--- src/hdl/pqadc_mul.sv ---
`timescale 1ns / 1ps
// Shared 32 x 32 unsigned multiplier with a registered product.
// Used by the scorer sequencer for every square and partial product.
module pqadc_mul (
  input  logic        clk,
  input  logic [31:0] a,
  input  logic [31:0] b,
  output logic [63:0] p_r
);

  logic [63:0] p_nxt;

  assign p_nxt = {32'b0, a} * {32'b0, b};

  always_ff @(posedge clk) begin
    p_r <= p_nxt;
  end

endmodule

--- config.mk ---
export PLATFORM = sky130hd
export DESIGN_NAME = pqadc_mul
export DESIGN_NICKNAME = d
export VERILOG_FILES = /design/src/hdl/pqadc_mul.sv
export SDC_FILE = /design/constraint.sdc
export NUM_CORES = 2
export LEC_CHECK = 0
export BUFFER_PORTS_ARGS = -buffer_cell sky130_fd_sc_hd__buf_2
export CORE_MARGIN = 2
export CORE_UTILIZATION = 50
export CTS_CLUSTER_SIZE = 28
export DETAILED_ROUTE_END_ITERATION = 12
export PLACE_DENSITY_LB_ADDON = 0.05
export SLEW_MARGIN = 10
export SYNTH_ARGS = -nofsm -noshare
export SYNTH_HDL_FRONTEND = slang
export SYNTH_SLANG_ARGS = --single-unit
--- constraint.sdc ---
create_clock -name clk -period 13.3 [get_ports clk]
set_input_delay 0.665 -clock clk [delete_from_list [all_inputs] [get_ports clk]]
set_output_delay 0.665 -clock clk [all_outputs]
set_load 0.005 [all_outputs]
==> results.py <==
metrics = {
    "status": {
        "status": "finished clean",
    },
    "cts": {
        "cts-buffers-inserted": 9,
        "htreeDepth": 3,
        "cts_sinks": 64,
        "cts_root_buf": "clkbuf_16",
        "clk_pin_slew_ns": 0.06,
        "cts_tree": "yes",
        "post_cts_resized": 0,
        "clock_path_buffers": 2,
        "cts_hold_buf": 0,
        "post_cts_buffers": 0,
    },
    "finish": {
        "top_regs": "p_r: 64 flops",
        "largest_register": "p_r",
        "fillers": 6412,
        "drive_gt1_share_pct": 4.40,
        "syn_to_final_growth_pct": 3.76,
        "final_nets": 4901,
        "largest_reg_flops": 64,
    },
    "worst_hold_path": {
        "hold_depth": 3,
        "hold_path_class": "primary input to flip-flop",
        "hp-start": "a[0]",
    },
    "sta": {
        "min_period_ns": 8.43,
        "tns_ns": 0,
        "setup_violations": 0,
        "fmax_mhz": 119,
        "drv_slew": 0,
        "holdWs_ns": 0.967,
        "grt_setup_unrepaired": "no",
        "fin_crit_sh_pct": 63.4,
        "maxSlewHeadroom_pct": 41.4,
        "worst_pin_slew_ns": 0.880,
        "finalHoldViolCount": 0,
    },
    "logic_synthesis": {
        "syn_inst": 3758,
        "ys_async_sr_fraction_pct": 0,
        "synth_seq_cells": 64,
        "avgSynthCellArea_um2": 9.21,
        "synthFlopType": "dfxtp_1",
        "synth_cell_types": 56,
        "syn_nets": 4982,
        "yosys_warnings": 0,
        "synth_edf_count": 0,
        "synth-seq-area-share_pct": 3.70,
        "syn_area_um2": 34600,
    },
    "worst_setup_path": {
        "endpoint_kind": "flip-flop",
        "critPathMostFrequentCell": "fa_1",
        "crit_slowest_cell": "buf_2",
        "cp_max_fo": 32,
        "required_ns": 13.57,
        "cp-start-kind": "primary input",
        "critical_path_depth": 25,
        "cp_num_buf_inv": 7,
        "critPathTopFamily": "adder cells",
        "critPathArrivalTime_ns": 8.71,
        "critPathKind": "primary input to flip-flop",
        "max_stage_delay_ns": 0.61,
        "crit_path_start": "b[9]",
    },
    "grt": {
        "grt-ovfl-total": 0,
        "grt_usage_pct": 28.9,
        "antenna_found_initial": 2,
        "grt_pass1_wl_um": 157000,
        "grt_pass1_vias": 28458,
        "grt_max_degree": 33,
    },
    "drt": {
        "wl_per_cell_um": 21.2,
        "drt_iter0_drc": 1315,
        "vias": 24874,
        "drt-total-wl_um": 97800,
        "ant_nets": 0,
        "drc_errors": 0,
        "viasPerCell": 5.39,
        "drt-pass1-iter-count": 5,
    },
    "placement": {
        "io_buffers": 128,
        "place.gp.congestion": 0.891,
        "post-dp-hpwl_um": 77700,
    },
    "floorplanning": {
        "core_area_um2": 68600,
        "die_w_um": 267,
        "die_y_um": 267,
        "rows": 96,
        "initial_utilization_pct": 50.5,
        "io_pins": 129,
        "die-area_um2": 71400,
    },
    "run": {
        "maxCapViolations": 0,
    },
}
## cell families after synthesis
group           synth area share [%]
flops                           3.70
buf+inv                         11.9
simple gates                    17.7
compound gates                  3.92
fa+ha+maj                       61.3
mux                           0.0289
xor+xnor                        1.49
## per-stage QoR
stage                     util, %  cells  setup WS (ns)  cell area [um2]
after floorplan                 -   3758           5.89            34600
after global placement       51.9   4597           4.70            35600
after detailed placement     51.9   4597           4.59            35600
after CTS                    52.4   4613           4.95            35900
after global routing         52.4   4613           4.62            35900
final                        52.4   4614           4.87            35900
## metal layers
layer  up-vias  track usage, %  share of wire [%]  routed length (um)
met3       206            2.63                4.5                4400
met1     13207            34.7                 38               37100
li1      10702               -                  -                   -
met5         -               0                  0                   0
met2       759            52.9                 53               51500
met4         0            12.1                4.9                4750
## layout by cell type (no fill, tap or decap), types with 4 or more instances in the layout
cell         n
a211oi_1     4
a21o_1      37
a21oi_1     68
a221o_1      4
a31oi_1     11
and2_1     603
and3_1      14
and4_1       4
buf_2      128
buf_4        7
clkbuf_16    9
dfxtp_1     64
fa_1       896
ha_1       263
inv_1      863
nand2_1    478
nand3_1     12
nand4_1     24
nor2_1      21
nor3_1       5
o21a_1       8
o21ai_0     28
o21bai_1    10
or3_1        5
xnor2_1     33
xor2_1      26
## final timing paths
check  slack [ns]  endpoint
max          4.87   p_r[62]
min          0.97    p_r[0]
## layout make-up
type	instances	area, um2	area share (%)
flip-flops and latches	64	1280	3.57
well taps	931	1160	3.24
inverters	863	3240	9.02
diodes	1	2.50	0.00696
clock buffers	9	225	0.627
repair buffers	135	693	1.93
multi-input cells	2604	29200	81.4
clock inverters	7	81.3	0.226
## synthesized netlist by cell type, types with 2 or more instances
library cell | number | area [um2]
a21o_1 | 37 | 278
buf_2 | 9 | 45.0
a221oi_2 | 2 | 30.0
xnor2_1 | 33 | 289
o21bai_1 | 10 | 75.1
o21ai_1 | 2 | 10.0
clkbuf_1 | 215 | 807
a21boi_0 | 3 | 22.5
ha_1 | 263 | 3290
o2bb2ai_1 | 2 | 17.5
o221ai_1 | 3 | 26.3
dfxtp_1 | 64 | 1280
nand3_1 | 12 | 60.1
buf_1 | 2 | 7.51
a311oi_1 | 3 | 26.3
and2_1 | 603 | 3770
nor2_1 | 21 | 78.8
nand2b_1 | 2 | 12.5
a41oi_1 | 2 | 17.5
or3_1 | 5 | 31.3
nor3_1 | 5 | 25.0
o21a_1 | 8 | 60.1
fa_1 | 896 | 17900
a211oi_1 | 4 | 30.0
nand2_1 | 478 | 1790
o21ai_0 | 28 | 140
or2_2 | 3 | 18.8
and3_1 | 14 | 87.6
inv_1 | 863 | 3240
a31oi_1 | 11 | 68.8
o311a_1 | 2 | 20.0
nand4_1 | 24 | 150
o211ai_1 | 3 | 22.5
and3b_1 | 2 | 17.5
xor2_1 | 26 | 228
and4_1 | 4 | 35.0
a21oi_1 | 68 | 340
a221o_1 | 4 | 40.0
or4_1 | 3 | 22.5
o2111ai_1 | 2 | 17.5
a21oi_2 | 2 | 17.5
Power is not shown: default switching activity piles up to over one toggle a cycle in this logic, so the estimate is an artifact.
